File: src/rrws_ram.sv
module rrws_ram #(
    parameter int WIDTH = 8,
    parameter int DEPTH = 16
) (
    input  logic                     i_clk,
    input  logic                     i_we,
    input  logic [$clog2(DEPTH)-1:0] i_waddr,
    input  logic [WIDTH-1:0]         i_wdata,
    input  logic                     i_re,
    input  logic [$clog2(DEPTH)-1:0] i_raddr,
    output logic [WIDTH-1:0]         o_rdata
);

    logic [WIDTH-1:0] r_mem [DEPTH];
    logic [WIDTH-1:0] r_rdata;

    always_ff @(posedge i_clk) begin
        if (i_we) begin
            r_mem[i_waddr] <= i_wdata;
        end
    end

    // read returns the old contents on a same-address write
    always_ff @(posedge i_clk) begin
        if (i_re) begin
            r_rdata <= r_mem[i_raddr];
        end
    end

    assign o_rdata = r_rdata;

endmodule

File: config.mk
export PLATFORM = sky130hd
export DESIGN_NAME = rrws_ram
export DESIGN_NICKNAME = d
export VERILOG_FILES = /design/src/rrws_ram.sv
export SDC_FILE = /design/constraint.sdc
export NUM_CORES = 1
export LEC_CHECK = 0
export CORE_AREA = 4 4 120 122
export DETAILED_ROUTE_END_ITERATION = 7
export DIE_AREA = 0 0 124 126
export DONT_BUFFER_PORTS = 1
export PLACE_DENSITY_LB_ADDON = 0.2
export SLEW_MARGIN = 10
export SYNTH_ARGS = -nofsm -noshare
export SYNTH_HDL_FRONTEND = slang
export SYNTH_SLANG_ARGS = --single-unit
File: constraint.sdc
create_clock -name i_clk -period 2.5 [get_ports i_clk]
set_input_delay 0.5 -clock i_clk [delete_from_list [all_inputs] [get_ports i_clk]]
set_output_delay 0.5 -clock i_clk [all_outputs]
set_load 0.02 [all_outputs]
==> impl_metrics.tcl <==
set metrics [dict create \
    outcome "completed" \
    yosysTopAreaCellShare 0.7812 \
    synth_top_cell_by_area "edfxtp_1" \
    synthArstFlopShare 0 \
    startpoint "r_mem[9][2]$_DFFE_PP_" \
    seqCellArea_um2 4084 \
    post-cts-setup-buffers 0 \
    fin_crit_ns 1.566 \
    start_kind "flip-flop" \
    cts_made_buffers 17 \
    worst_slew_pin_slew_ns 0.8080 \
    reg2reg_to "o_rdata[2]$_DFFE_PP_" \
    wl_um 10620 \
    h-tree-depth 4 \
    synth-edff-count 136 \
    rsz0062_at_grt "no" \
    clock_skew_ns 0.007010 \
    setup_slack_ns 0.9345 \
    synth_warnings 0 \
    dr.pass1.iters 4 \
    crit_chain "mux4_1, a22oi_1, nand2_1" \
    port_buffers 0 \
    ant_nets 0 \
    slew_headroom 0.4594 \
    synth_area_leaders "edfxtp_1 78%, mux4_2 7.8%, mux4_1 7.0%, a22oi_1 2.3%, nor2_1 0.93%" \
    sw_frac_of_total 0.1775 \
    grt_util_all_layers 0.1475 \
    cap_violations 0 \
    drive_gt1_frac 0.2247 \
    setup_violations 0 \
    reg2regPathDepth 3 \
    p_leak_nw 1.994 \
    antenna_cells 0 \
    cts_hold_buf 0 \
    globalplace.congestion 0.7151 \
    die-area_um2 15620 \
    power_frac_clock 0.486 \
    min_path_type "in2reg" \
    post-place-ws_ns 0.7243 \
    hp-start "i_wdata[7]" \
    yosysSeqAreaShare 0.7812 \
    min_path_cells 0 \
    r2r_start "r_mem[9][2]$_DFFE_PP_" \
    ff2ff_setup_slack_ns 0.93 \
    cts_buffer_depth 2 \
    required_ns 2.65 \
    first_global_vias 2450 \
    dp.cells 411 \
    crit_arrival_ns 1.71 \
    slowest_delay_ns 0.55 \
    nets 273 \
    root_buffer "clkbuf_16" \
    path_max_fanout 1 \
    synth_cell_types 18 \
    synthFlopType "edfxtp_1" \
    clk_pin_slew_ns 0.05 \
    layout.cells.non_filler 443 \
    fillers 1085 \
    dpl.hpwl_um 6665 \
    syn_to_final_growth_pct 16.66 \
    vias 2324 \
    p_per_area_nw_per_um2 877.1 \
    post_cts_resized 0 \
    fmax_mhz 638.8 \
    timing.final.hold_violations 0 \
    internal-power_mw 4.399 \
    vias_per_cell 5.246 \
    die_w_um 124 \
    wl_per_cell_um 23.97 \
    drc_errors 0 \
    clock_latency_ns 0.41 \
    combPwrFrac 0.027 \
    rows 42 \
    grt_pass1_wl_um 15970 \
    grt_max_degree 33 \
    grt.overflow.total 0 \
    cp.buffers_inverters 0 \
    tns_ns 0 \
    timing.final.crit_share 0.6262 \
    hold_end "r_mem[6][7]$_DFFE_PP_" \
    antenna_found_initial 0 \
    core_area_um2 13190 \
    cts_tree "done" \
    syn-cell-area_um2 5228 \
    syn_avg_cell_area_um2 22.83 \
    crit_type "reg2reg" \
    syn_inst 229 \
    die_h_um 126 \
    synth_common_cells "136 x edfxtp_1, 18 x mux4_2, 16 x a22oi_1, 14 x mux4_1, 13 x nor2_1" \
    path_delay_family "multiplexers" \
    pwr-share-seq 0.487 \
    finalMaxSlewViolations 0 \
    ios 27 \
    yosysMostFrequentCell "edfxtp_1" \
    synth-seq-cells 136 \
    ir_drop_mv 0.7972 \
    worst_setup_path_end_kind "flip-flop" \
    syn-num-nets 248 \
    worst_path_max_delay_cell "mux4_1" \
    initial_core_util 0.3963 \
    switching_power_mw 0.9495 \
    multi_input_area_um2 1057 \
    drt_iter0_drc 176 \
    clock-sinks 136 \
]
==> worst max-delay path by stage <==
stage	to	slack, ns	depth (start not counted)
2_1_floorplan	r_mem[0][0]$_DFFE_PP_	0.51	2
3_3_place_gp	r_mem[6][5]$_DFFE_PP_	0.74	2
3_5_place_dp	r_mem[6][5]$_DFFE_PP_	0.72	2
4_1_cts	o_rdata[2]$_DFFE_PP_	0.95	3
5_1_grt	o_rdata[2]$_DFFE_PP_	0.89	3
6_report	o_rdata[2]$_DFFE_PP_	0.93	3
==> power by group through the flow <==
stage                     clock, mW  sequential [mW]  combinational [mW]
after floorplan                   0             2.64               0.130
after global placement            0             2.65               0.146
after detailed placement          0             2.65               0.147
after CTS                      2.64             2.60               0.148
after global routing           2.75             2.61               0.156
final                          2.60             2.60               0.145
==> sequential cells by signal, indices dropped and copies added (netlist names) <==
name and flops:
o_rdata 8, r_mem 128
==> through the flow <==
stage	instance area [um^2]	hold slack [ns]	total power, mW	util
2_1_floorplan	5228	0.5989	2.770	-
3_3_place_gp	5482	0.6001	2.794	0.4156
3_5_place_dp	5482	0.6001	2.797	0.4156
4_1_cts	6098	0.1699	5.396	0.4623
5_1_grt	6098	0.1630	5.509	0.4623
6_report	6098	0.1855	5.349	0.4623
==> cells in the final DEF (no fill, tap or decap), types with 2 or more instances in the layout <==
cell type  count
nor3_1         4
mux4_2        18
clkbuf_1       3
buf_4         16
clkbuf_16     17
clkinv_2       3
nand2_1        9
nand3b_1       2
nand2b_1       2
a22oi_1       16
bufinv_16      5
mux4_1        14
nor2_1        13
clkinv_1       4
edfxtp_1     136
==> routing by layer <==
metal  part of all wire  track usage  vias to the layer above
met5                  0            0                        -
met4              0.010      0.04639                        0
met3              0.061      0.05157                       12
met2               0.46       0.2020                       58
met1               0.47       0.2221                     1223
li1                   -            -                     1031
==> cell type report <==
type / instances / area share
clock inverter: 12 / 0.02954
sequential: 136 / 0.6697
multi-input combinational: 83 / 0.1734
timing repair buffer: 16 / 0.01970
tap: 176 / 0.03611
clock buffer: 20 / 0.07160
==> cell families after synthesis <==
family | share of synthesized area
multiplexers | 0.1479
AND/OR/NAND/NOR | 0.03136
flip-flops | 0.7812
AO/OA/AOI/OAI | 0.02298
buffers and inverters | 0.01651
Note: power is estimated with default switching activity, not from simulation.
