$ cat src/rrws_pkg.sv
package rrws_pkg;

    // sizing
    localparam int MAX_LAYERS     = 64;
    localparam int MAX_RANKS      = 16;
    localparam int ROW_COUNT_BITS = 24;

    localparam int LAYER_AW = (MAX_LAYERS > 1) ? $clog2(MAX_LAYERS) : 1;
    localparam int RANK_AW  = $clog2(MAX_RANKS);
    localparam int RADDR_W  = LAYER_AW + RANK_AW;
    localparam int K_W      = $clog2(MAX_RANKS + 1);
    localparam int CMP_W    = 8;

    // field widths
    localparam int LAYER_W    = 6;
    localparam int RANK_W     = 4;
    localparam int W_W        = 17;
    localparam int SQ_IN_W    = 2 * W_W;
    localparam int SUM_W      = 41;
    localparam int SQ_W       = 57;
    localparam int MASS_W     = 45;
    localparam int BOT_W      = 42;
    localparam int RRM_W      = 21;
    localparam int RBM_W      = 18;
    localparam int CNT_OUT_W  = 24;
    localparam int RU_W       = 5;
    localparam int TOL_W      = 16;
    localparam int CFG_DATA_W = 16;
    localparam int CFG_IDX_W  = 2;

    localparam logic [W_W-1:0] ONE_Q16 = W_W'(65536);

    // result queue
    localparam int OUTQ_DEPTH = 4;
    localparam int OUTQ_PW    = $clog2(OUTQ_DEPTH);
    localparam int OUTQ_CW    = $clog2(OUTQ_DEPTH + 1);

    typedef enum logic {
        CMD_ACCUM = 1'b0,
        CMD_READ  = 1'b1
    } t_cmd;

    typedef enum logic [CFG_IDX_W-1:0] {
        CFG_RANKS_USED  = 2'd0,
        CFG_EXPECT_NORM = 2'd1,
        CFG_ORDER_TOL   = 2'd2,
        CFG_NORM_TOL    = 2'd3
    } t_cfg_idx;

    typedef struct packed {
        logic [RU_W-1:0]  ranks_used;
        logic             expect_norm;
        logic [TOL_W-1:0] order_tol;
        logic [TOL_W-1:0] norm_tol;
    } t_cfg;

    // stage-0 view of one accepted item
    typedef struct packed {
        logic               acc;
        logic               is_read;
        logic               close;
        logic               lay_ok;
        logic               rank_ok;
        logic               disorder;
        logic [W_W-1:0]     w;
        logic [SQ_IN_W-1:0] sq;
        logic [RRM_W-1:0]   row_mass;
        logic [RBM_W-1:0]   bot_mass;
    } t_row_info;

    typedef struct packed {
        logic [SUM_W-1:0] sum;
        logic [SQ_W-1:0]  sq;
    } t_rank_rec;

    typedef struct packed {
        logic [ROW_COUNT_BITS-1:0] count;
        logic [MASS_W-1:0]         mass;
        logic [BOT_W-1:0]          bottom;
        logic                      order_flag;
        logic                      norm_flag;
    } t_layer_rec;

    typedef struct packed {
        logic [SUM_W-1:0]     rank_weight_total;
        logic [SQ_W-1:0]      rank_square_total;
        logic [CNT_OUT_W-1:0] rows_seen;
        logic [MASS_W-1:0]    row_mass_total;
        logic [BOT_W-1:0]     bottom_two_total;
        logic                 order_warning;
        logic                 norm_warning;
    } t_result;

    // ranks_used clamped to 1..MAX_RANKS
    function automatic logic [K_W-1:0] eff_k(input logic [RU_W-1:0] ru);
        logic [K_W-1:0] k;
        if (ru == '0) begin
            k = K_W'(1);
        end else if (32'(ru) > MAX_RANKS) begin
            k = K_W'(MAX_RANKS);
        end else begin
            k = K_W'(ru);
        end
        return k;
    endfunction

endpackage

$ cat src/rrws_row_track.sv
module rrws_row_track (
    input  logic                         i_clk,
    input  logic                         i_rst_n,
    input  logic                         i_take,
    input  logic                         i_cmd,
    input  logic [rrws_pkg::LAYER_W-1:0] i_layer,
    input  logic [rrws_pkg::RANK_W-1:0]  i_rank,
    input  logic [rrws_pkg::W_W-1:0]     i_weight,
    input  rrws_pkg::t_cfg               i_cfg,
    output rrws_pkg::t_row_info          o_info
);

    logic [rrws_pkg::K_W-1:0]     k;
    logic [rrws_pkg::CMP_W-1:0]   rank_x;
    logic [rrws_pkg::CMP_W-1:0]   k_x;
    logic [rrws_pkg::W_W-1:0]     w;
    logic                         lay_ok;
    logic                         acc;
    logic                         open_row;
    logic                         bottom;
    logic [rrws_pkg::W_W:0]       limit;
    logic [rrws_pkg::RRM_W-1:0]   row_base;
    logic [rrws_pkg::RBM_W-1:0]   bot_base;

    logic [rrws_pkg::W_W-1:0]     r_prev_w, n_prev_w;
    logic [rrws_pkg::RRM_W-1:0]   r_row_mass, n_row_mass;
    logic [rrws_pkg::RBM_W-1:0]   r_bot_mass, n_bot_mass;
    logic                         r_disorder, n_disorder;

    always_comb begin
        k        = rrws_pkg::eff_k(i_cfg.ranks_used);
        rank_x   = rrws_pkg::CMP_W'(i_rank);
        k_x      = rrws_pkg::CMP_W'(k);
        w        = (i_weight > rrws_pkg::ONE_Q16) ? rrws_pkg::ONE_Q16 : i_weight;
        lay_ok   = 32'(i_layer) < rrws_pkg::MAX_LAYERS;
        acc      = (i_cmd == rrws_pkg::CMD_ACCUM) && lay_ok && (rank_x < k_x);
        open_row = rank_x == '0;
        // last two ranks, or rank 0 alone for single-rank rows
        bottom   = (k_x < rrws_pkg::CMP_W'(2)) || (rank_x >= (k_x - rrws_pkg::CMP_W'(2)));
        limit    = {1'b0, r_prev_w} + (rrws_pkg::W_W + 1)'(i_cfg.order_tol);
        row_base = open_row ? '0 : r_row_mass;
        bot_base = open_row ? '0 : r_bot_mass;

        n_prev_w   = w;
        n_disorder = open_row ? 1'b0 : (r_disorder || ({1'b0, w} > limit));
        n_row_mass = row_base + rrws_pkg::RRM_W'(w);
        n_bot_mass = bottom ? (bot_base + rrws_pkg::RBM_W'(w)) : bot_base;

        o_info.acc      = acc;
        o_info.is_read  = i_cmd == rrws_pkg::CMD_READ;
        o_info.close    = rank_x == (k_x - rrws_pkg::CMP_W'(1));
        o_info.lay_ok   = lay_ok;
        o_info.rank_ok  = 32'(i_rank) < rrws_pkg::MAX_RANKS;
        o_info.disorder = n_disorder;
        o_info.w        = w;
        o_info.sq       = rrws_pkg::SQ_IN_W'(w) * rrws_pkg::SQ_IN_W'(w);
        o_info.row_mass = n_row_mass;
        o_info.bot_mass = n_bot_mass;
    end

    always_ff @(posedge i_clk) begin
        if (!i_rst_n) begin
            r_prev_w   <= '0;
            r_row_mass <= '0;
            r_bot_mass <= '0;
            r_disorder <= 1'b0;
        end else if (i_take && acc) begin
            r_prev_w   <= n_prev_w;
            r_row_mass <= n_row_mass;
            r_bot_mass <= n_bot_mass;
            r_disorder <= n_disorder;
        end
    end

endmodule

$ cat config.mk
export PLATFORM = sky130hd
export DESIGN_NAME = rrws_row_track
export DESIGN_NICKNAME = d
export VERILOG_FILES = /design/src/rrws_pkg.sv /design/src/rrws_row_track.sv
export SDC_FILE = /design/constraint.sdc
export NUM_CORES = 1
export LEC_CHECK = 0
export ABC_AREA = 1
export BUFFER_PORTS_ARGS = -buffer_cell sky130_fd_sc_hd__buf_4
export CAP_MARGIN = 25
export CORE_ASPECT_RATIO = 2
export CORE_MARGIN = 5
export CORE_UTILIZATION = 35
export DETAILED_ROUTE_END_ITERATION = 6
export PLACE_DENSITY_LB_ADDON = 0.1
export SLEW_MARGIN = 30
export SYNTH_ARGS = -nofsm -noshare
export SYNTH_HDL_FRONTEND = slang
export SYNTH_SLANG_ARGS = --single-unit
$ cat constraint.sdc
create_clock -name i_clk -period 7.6 [get_ports i_clk]
set_clock_uncertainty 0.15 [all_clocks]
set_input_delay 0.38 -clock i_clk [delete_from_list [all_inputs] [get_ports i_clk]]
set_output_delay 0.38 -clock i_clk [all_outputs]
set_load 0.02 [all_outputs]
==> flow_summary_export.csv, run 1 <==
group,metric,value,unit
clock_network,clock_path_buffers,2,
worst_setup_path,cp-startpoint,"i_weight[15]",
clock_network,clock_latency,350,ps
timing,finalHoldViolCount,0,
min_path,min_path_type,"flop to flop",
final_layout,nets,2597,
clock_network,cts_max_level,3,
final_layout,layout_common_cells,"inv_1 (424), buf_4 (288), nand2_1 (268), fa_1 (186), ha_1 (168)",
final_layout,drive_gt1_share,20.8,%
floorplanning,die_w,151,um
grt,grt_overflow,0,
min_path,min-delay-start,"r_row_mass[5]",
worst_setup_path,setup.worst_path.class,"input pin to output pin",
worst_setup_path,crit_arrival,6820,ps
floorplanning,coreArea,39300,um2
grt,grt_max_degree,64,
final_layout,register_area,1140,um2
job,cap_violations,0,
final_layout,diodes,0,
synthesis,yosysUniqueCellTypes,52,
grt,antenna_found_initial,0,
synthesis,synth_compound_area_share,11.7,%
floorplanning,start_util,35.3,%
power_and_ir_drop,p_per_area,397,nW/um2
timing,fin_setup_tns,0,ps
synthesis,synth_mux_area_share,0,%
timing,worst_pin_slew,749,ps
grt,grtUsageTotal,21.4,%
floorplanning,die_h,292,um
place,port_buffers,138,
routing,via_per_inst,4.73,
final_layout,multi_input_area,11500,um2
place,gp_congestion,0.974,
routing,wirelength,45900,um
clock_network,cts_tree,"yes",
power_and_ir_drop,p_leak,9.42,nW
floorplanning,ioPinCount,165,
synthesis,synthAdderAreaFrac,44.1,%
synthesis,synth-simple-area-share,17.7,%
synthesis,synth_top_area_share,28.0,%
synthesis,yosys_register_bits,57,
synthesis,netlist_top_cells_area,"fa_1 (28%), ha_1 (16%), inv_1 (12%)",
routing,wire_per_inst,17.1,um
timing,rsz0062_at_grt,"yes",
status,outcome,"completed",
routing,dr.pass1.iters,5,
final_layout,layout_commonest_cell,"inv_1",
clock_network,cts_inserted_buffers,9,
floorplanning,row_count,103,
synthesis,synth_top_family_by_area,"adder cells",
synthesis,yosys_warnings,0,
synthesis,yosysTopAreaCell,"fa_1",
synthesis,synth_edf_count,0,
timing,clock.fmax,136,MHz
worst_setup_path,worstPathRequired,7070,ps
final_layout,fillers,4118,
synthesis,ys_seq_area_share,8.23,%
final_layout,area_growth,26.9,%
worst_setup_path,crit_path_max_fanout,8,
timing,slew_headroom,50.0,%
synthesis,async_flop_share,0,%
synthesis,syn_inst,1861,
grt,grt_pass1_wl,72400,um
place,dp_hpwl,40400,um
synthesis,synth_area_per_cell,7.45,um2
routing,drc_errors,0,
timing,drv_slew,0,
synthesis,netlist_area,13900,um2
worst_setup_path,end_kind,"output pin",
clock_network,clkTransAtPathRegs,50,ps
routing,drt_iter0_markers,336,
grt,grt_pass1_vias,13900,
timing,whs,301,ps
timing,fin_ws,247,ps
worst_setup_path,start_kind,"input pin",
routing,ant_nets,0,
floorplanning,dieArea,44000,um2
timing,final-setup-viol-count,0,
power_and_ir_drop,irDropWorstVdd,0.879,mV
timing,fin_crit,7350,ps
synthesis,synth-main-ff-cell,"dfxtp_1",
worst_setup_path,r2r-start,"r_prev_w[0]",
synthesis,synth_xor_area_share,4.67,%
final_layout,post-route-util,44.8,%
routing,vias,12700,
timing,fin_crit_sh,96.7,%
clock_network,cts.sinks,57,
place,dpl_worst_slack,-476,ps
clock_network,cts_root_buffer,"clkbuf_16",
[timing repair]
action,in CTS,in global routing
gates resized for setup,8,130
endpoints found under the setup margin,18,16
pin swaps,1,62
hold buffers,0,0
setup buffers,0,9
[registers in the layout, indices dropped and copies added, names as in the netlist]
| signal | count |
|---|---|
| r_row_mass | 21 |
| r_bot_mass | 18 |
| r_prev_w | 17 |
| r_disorder | 1 |
[final timing paths]
path	to	slack, ps	cells past startpoint
worst max-delay path	o_info[72]	250	27
worst min-delay path	r_row_mass[5]	300	2
worst max register to register	r_disorder	3950	23
worst min register to register	r_row_mass[5]	300	2
[cells in the mapped netlist, types with 7 or more instances]
cell type  count
inv_1        433
nand2_1      282
fa_1         194
ha_1         179
nor2_1       175
a21oi_1      150
o21ai_0       94
dfxtp_1       57
nand3_1       54
xor2_1        46
xnor2_1       28
clkbuf_1      15
buf_2         14
nor2_2        12
nor3_1        11
nand4_1       10
o21ai_1       10
buf_4          8
o21bai_1       7
[cell families (layout without fill, tap and decap cells)]
group | Yosys count | in the layout
and+or+nand+nor | 572 | 572
buffers and inverters | 484 | 757
adders and majority gates | 373 | 373
AOI/OAI and AO/OA | 299 | 299
xor gates and xnor gates | 74 | 74
DFF | 57 | 57
other | 2 | 27
[power breakdown]
group | total (W) | leakage, nW | internal (W) | switching [W]
Clock | 0.000481 | 0.161 | 0.000317 | 0.000164
Sequential | 0.000328 | 0.468 | 0.000320 | 0.00000759
Combinational | 0.00617 | 8.79 | 0.00268 | 0.00350
Total | 0.00698 | 9.42 | 0.00331 | 0.00367
[through the flow]
step / instance area [um2] / power (W) / instances
5_1_grt: 17600 / 0.00765 / 2684
6_report: 17600 / 0.00698 / 2684
4_1_cts: 17000 / 0.00626 / 2676
3_5_place_dp: 16600 / 0.00568 / 2661
2_1_floorplan: 14000 / 0.00337 / 1886
3_3_place_gp: 16600 / 0.00570 / 2661
[critical path, cell delays in order]
cell	delay [ps]
buf_4	140
nor4_4	250
buf_4	190
nand4_1	110
nand2_2	160
inv_8	80
nor2_4	150
buf_4	170
nand2_1	110
fa_1	550
inv_1	60
fa_1	490
fa_1	570
fa_1	450
fa_1	550
inv_1	60
fa_1	530
inv_1	60
ha_4	250
buf_4	150
a21oi_1	240
o21ai_0	170
a21oi_2	220
nand3_2	160
a21oi_2	230
xnor2_1	150
buf_4	160
[cell type report]
class | count | share of cell area (%)
clock inverters | 6 | 0.611
multi-input cells | 1345 | 65.1
repair buffers | 299 | 13.3
flip-flops and latches | 57 | 6.48
inverters | 443 | 9.53
clock buffers | 9 | 1.28
well taps | 525 | 3.73
[routing by layer]
layer	global-route usage (%)	part of all wire (%)
met1	21.3	34
met2	42.7	57
met3	1.88	3.0
met4	10.2	6.0
met5	0	0
Note: power is estimated with default switching activity, not from simulation.
==> run 2, diff against run 1 <==
--- a/config.mk
+++ b/config.mk
@@ -8,6 +8,8 @@
 export ABC_AREA = 1
 export BUFFER_PORTS_ARGS = -buffer_cell sky130_fd_sc_hd__buf_4
 export CAP_MARGIN = 25
+export CELL_PAD_IN_SITES_DETAIL_PLACEMENT = 0
+export CELL_PAD_IN_SITES_GLOBAL_PLACEMENT = 2
 export CORE_ASPECT_RATIO = 2
 export CORE_MARGIN = 5
 export CORE_UTILIZATION = 35
==> run 2 against run 1 <==
  * Sequential power is essentially flat
  * Worst hold slack lost 14 ps
  * Fmax shrank 2.7%
  * Non-clock buffer count grew 5
  * Critical path type unchanged
==> flow_summary_export.csv, run 2 (same netlist as run 1, synthesis figures left out) <==
group,metric,value,unit
place,port_buffers,138,
power_and_ir_drop,power_frac_seq,5.2,%
min_path,min_path_type,"input pin to flop",
timing,worst_pin_slew,790,ps
job,cap_violations,0,
power_and_ir_drop,p_int,0.00304,W
grt,antenna_found_initial,1,
final_layout,layout_commonest_cell,"inv_1",
floorplanning,coreArea,39300,um2
grt,grt_max_degree,78,
clock_network,cts_inserted_buffers,9,
worst_setup_path,critPathBufInv,11,
floorplanning,start_util,35.3,%
power_and_ir_drop,clkPwrFrac,6.6,%
clock_network,clock_latency,360,ps
grt,grtUsageMet1,21.1,%
worst_setup_path,end_kind,"output pin",
timing,fin_ws,45.8,ps
power_and_ir_drop,irDropWorstVdd,0.896,mV
place,post-place-cells,2669,
final_layout,area_growth,24.3,%
power_and_ir_drop,p_switching,0.00334,W
final_layout,post-route-util,43.9,%
worst_setup_path,crit_path_max_fanout,11,
grt,grt_use_met2,43.2,%
timing,clock.fmax,132,MHz
worst_setup_path,cpPeakStageDelay,560,ps
timing,fin_crit,7550,ps
routing,via_per_inst,4.68,
clock_network,cts_tree,"yes",
floorplanning,row_count,103,
final_layout,instances_no_fill,2691,
final_layout,largest_reg_flops,21,
timing,fin_setup_tns,0,ps
clock_network,clock_path_buffers,2,
grt,met3_usage,1.93,%
timing,drv_slew,0,
worst_setup_path,critPathMostFrequentCell,"fa_1",
power_and_ir_drop,combPwrFrac,88.2,%
routing,vias,12600,
clock_network,cts_max_level,3,
floorplanning,ioPinCount,165,
routing,wirelength,46200,um
power_and_ir_drop,p_leak,9.39,nW
floorplanning,dieArea,44000,um2
grt,grt_pass1_vias,13800,
worst_setup_path,worstPathRequired,7070,ps
worst_setup_path,setup.worst_path.class,"input pin to output pin",
timing,slew_headroom,47.3,%
routing,ant_nets,0,
grt,grt-busiest-layer,"met2",
final_layout,nets,2602,
place,dpl_worst_slack,-467,ps
worst_setup_path,start_kind,"input pin",
grt,grt_pass1_wl,72900,um
worst_setup_path,crit_slowest_cell,"fa_1",
power_and_ir_drop,power,0.00637,W
timing,fin_crit_sh,99.4,%
timing,final-setup-viol-count,0,
worst_setup_path,critPathTopFamily,"adder cells",
grt,grtUsageTotal,21.7,%
final_layout,layout_common_cells,"inv_1 (431), buf_4 (297), nand2_1 (277), fa_1 (190), ha_1 (177)",
clock_network,cts.sinks,57,
worst_setup_path,crit_arrival,7020,ps
floorplanning,die_w,151,um
final_layout,largestRegisters,"r_row_mass: 21 flops, r_bot_mass: 18 flops, r_prev_w: 17 flops",
clock_network,cts_root_buffer,"clkbuf_16",
clock_network,clkTransAtPathRegs,50,ps
routing,drc_errors,0,
floorplanning,die_h,292,um
status,outcome,"completed",
place,gp_congestion,0.933,
grt,grt_overflow,0,
timing,rsz0062_at_grt,"yes",
routing,wire_per_inst,17.2,um
final_layout,drive_gt1_share,18.7,%
routing,drt_iter0_markers,315,
clock_network,ctsHoldBuffers,0,
final_layout,regMostFlops,"r_row_mass",
power_and_ir_drop,p_per_area,370,nW/um2
place,dp_hpwl,40900,um
power_and_ir_drop,swShare,52.4,%
routing,dr.pass1.iters,4,
timing,finalHoldViolCount,0,
==> run 2: changes by cell type in the layout (fill, tap and decap cells not counted), sizes merged <==
cell,before,now
clkinv,5,7
buf,299,304
diode,0,1
bufinv,3,1
clkbuf,9,10
==> run 2: layout make-up <==
| cell class | instances | area [um2] |
|---|---|---|
| Sequential cell | 57 | 1140 |
| Fill cell | 4209 | 22100 |
| Multi-Input combinational cell | 1345 | 11100 |
| Inverter | 443 | 1670 |
| Clock inverter | 6 | 57.6 |
| Antenna cell | 1 | 2.50 |
| Clock buffer | 10 | 239 |
| Timing Repair Buffer | 304 | 2340 |
| Tap cell | 525 | 657 |
==> run 2: final timing paths <==
| check | from | to | slack [ps] | cells after the start |
|---|---|---|---|---|
| max | i_weight[11] | o_info[69] | 50 | 30 |
| max reg2reg | r_prev_w[0] | r_disorder | 3830 | 23 |
| min | i_rst_n | r_row_mass[2] | 290 | 3 |
| min reg2reg | r_row_mass[1] | r_row_mass[1] | 300 | 2 |
==> run 2: worst reg2reg max path: stages (launching register included) <==
cell and delay [ps]:
dfxtp_1 330, ha_1 260, fa_1 250, nand3_1 80, nand2_1 100, nand2_1 70
nand2_1 80, o21ai_2 80, o21ai_2 210, a21boi_2 100, o21ai_0 370, nand2_1 130
nand3_1 90, nand2_1 60, ha_1 280, nand2_1 100, nor2_1 60, a41oi_1 180
nand3_1 120, inv_1 60, nand2_1 220, nand2_1 120, nand2_1 70, a21oi_1 110
==> run 2: what timing repair did <==
action | in CTS | in global routing
endpoints found under the setup margin | 18 | 17
pin swaps | 5 | 5
gates resized for setup | 19 | 34
buffers inserted | 3 | 2
==> run 2: metal layers <==
metal  up-vias  routed length, um
met5         -                  0
met4         0               2890
met3        80               1110
met2       211              26600
met1      5984              15600
li1       6328                  -
==> run 2: stage by stage <==
step / cell area, um2 / hold slack (ps)
finish: 17200 / 286
global placement: 16700 / 289
global route: 17200 / 309
floorplan: 14000 / 279
detailed placement: 16700 / 296
CTS: 17100 / 280
==> run 2: power by group through the flow <==
stage               Combinational (W)  Sequential (W)  Clock (W)
global route                  0.00629        0.000330   0.000445
global placement              0.00539        0.000335          0
finish                        0.00562        0.000328   0.000423
CTS                           0.00553        0.000329   0.000439
detailed placement            0.00537        0.000335          0
floorplan                     0.00304        0.000332          0
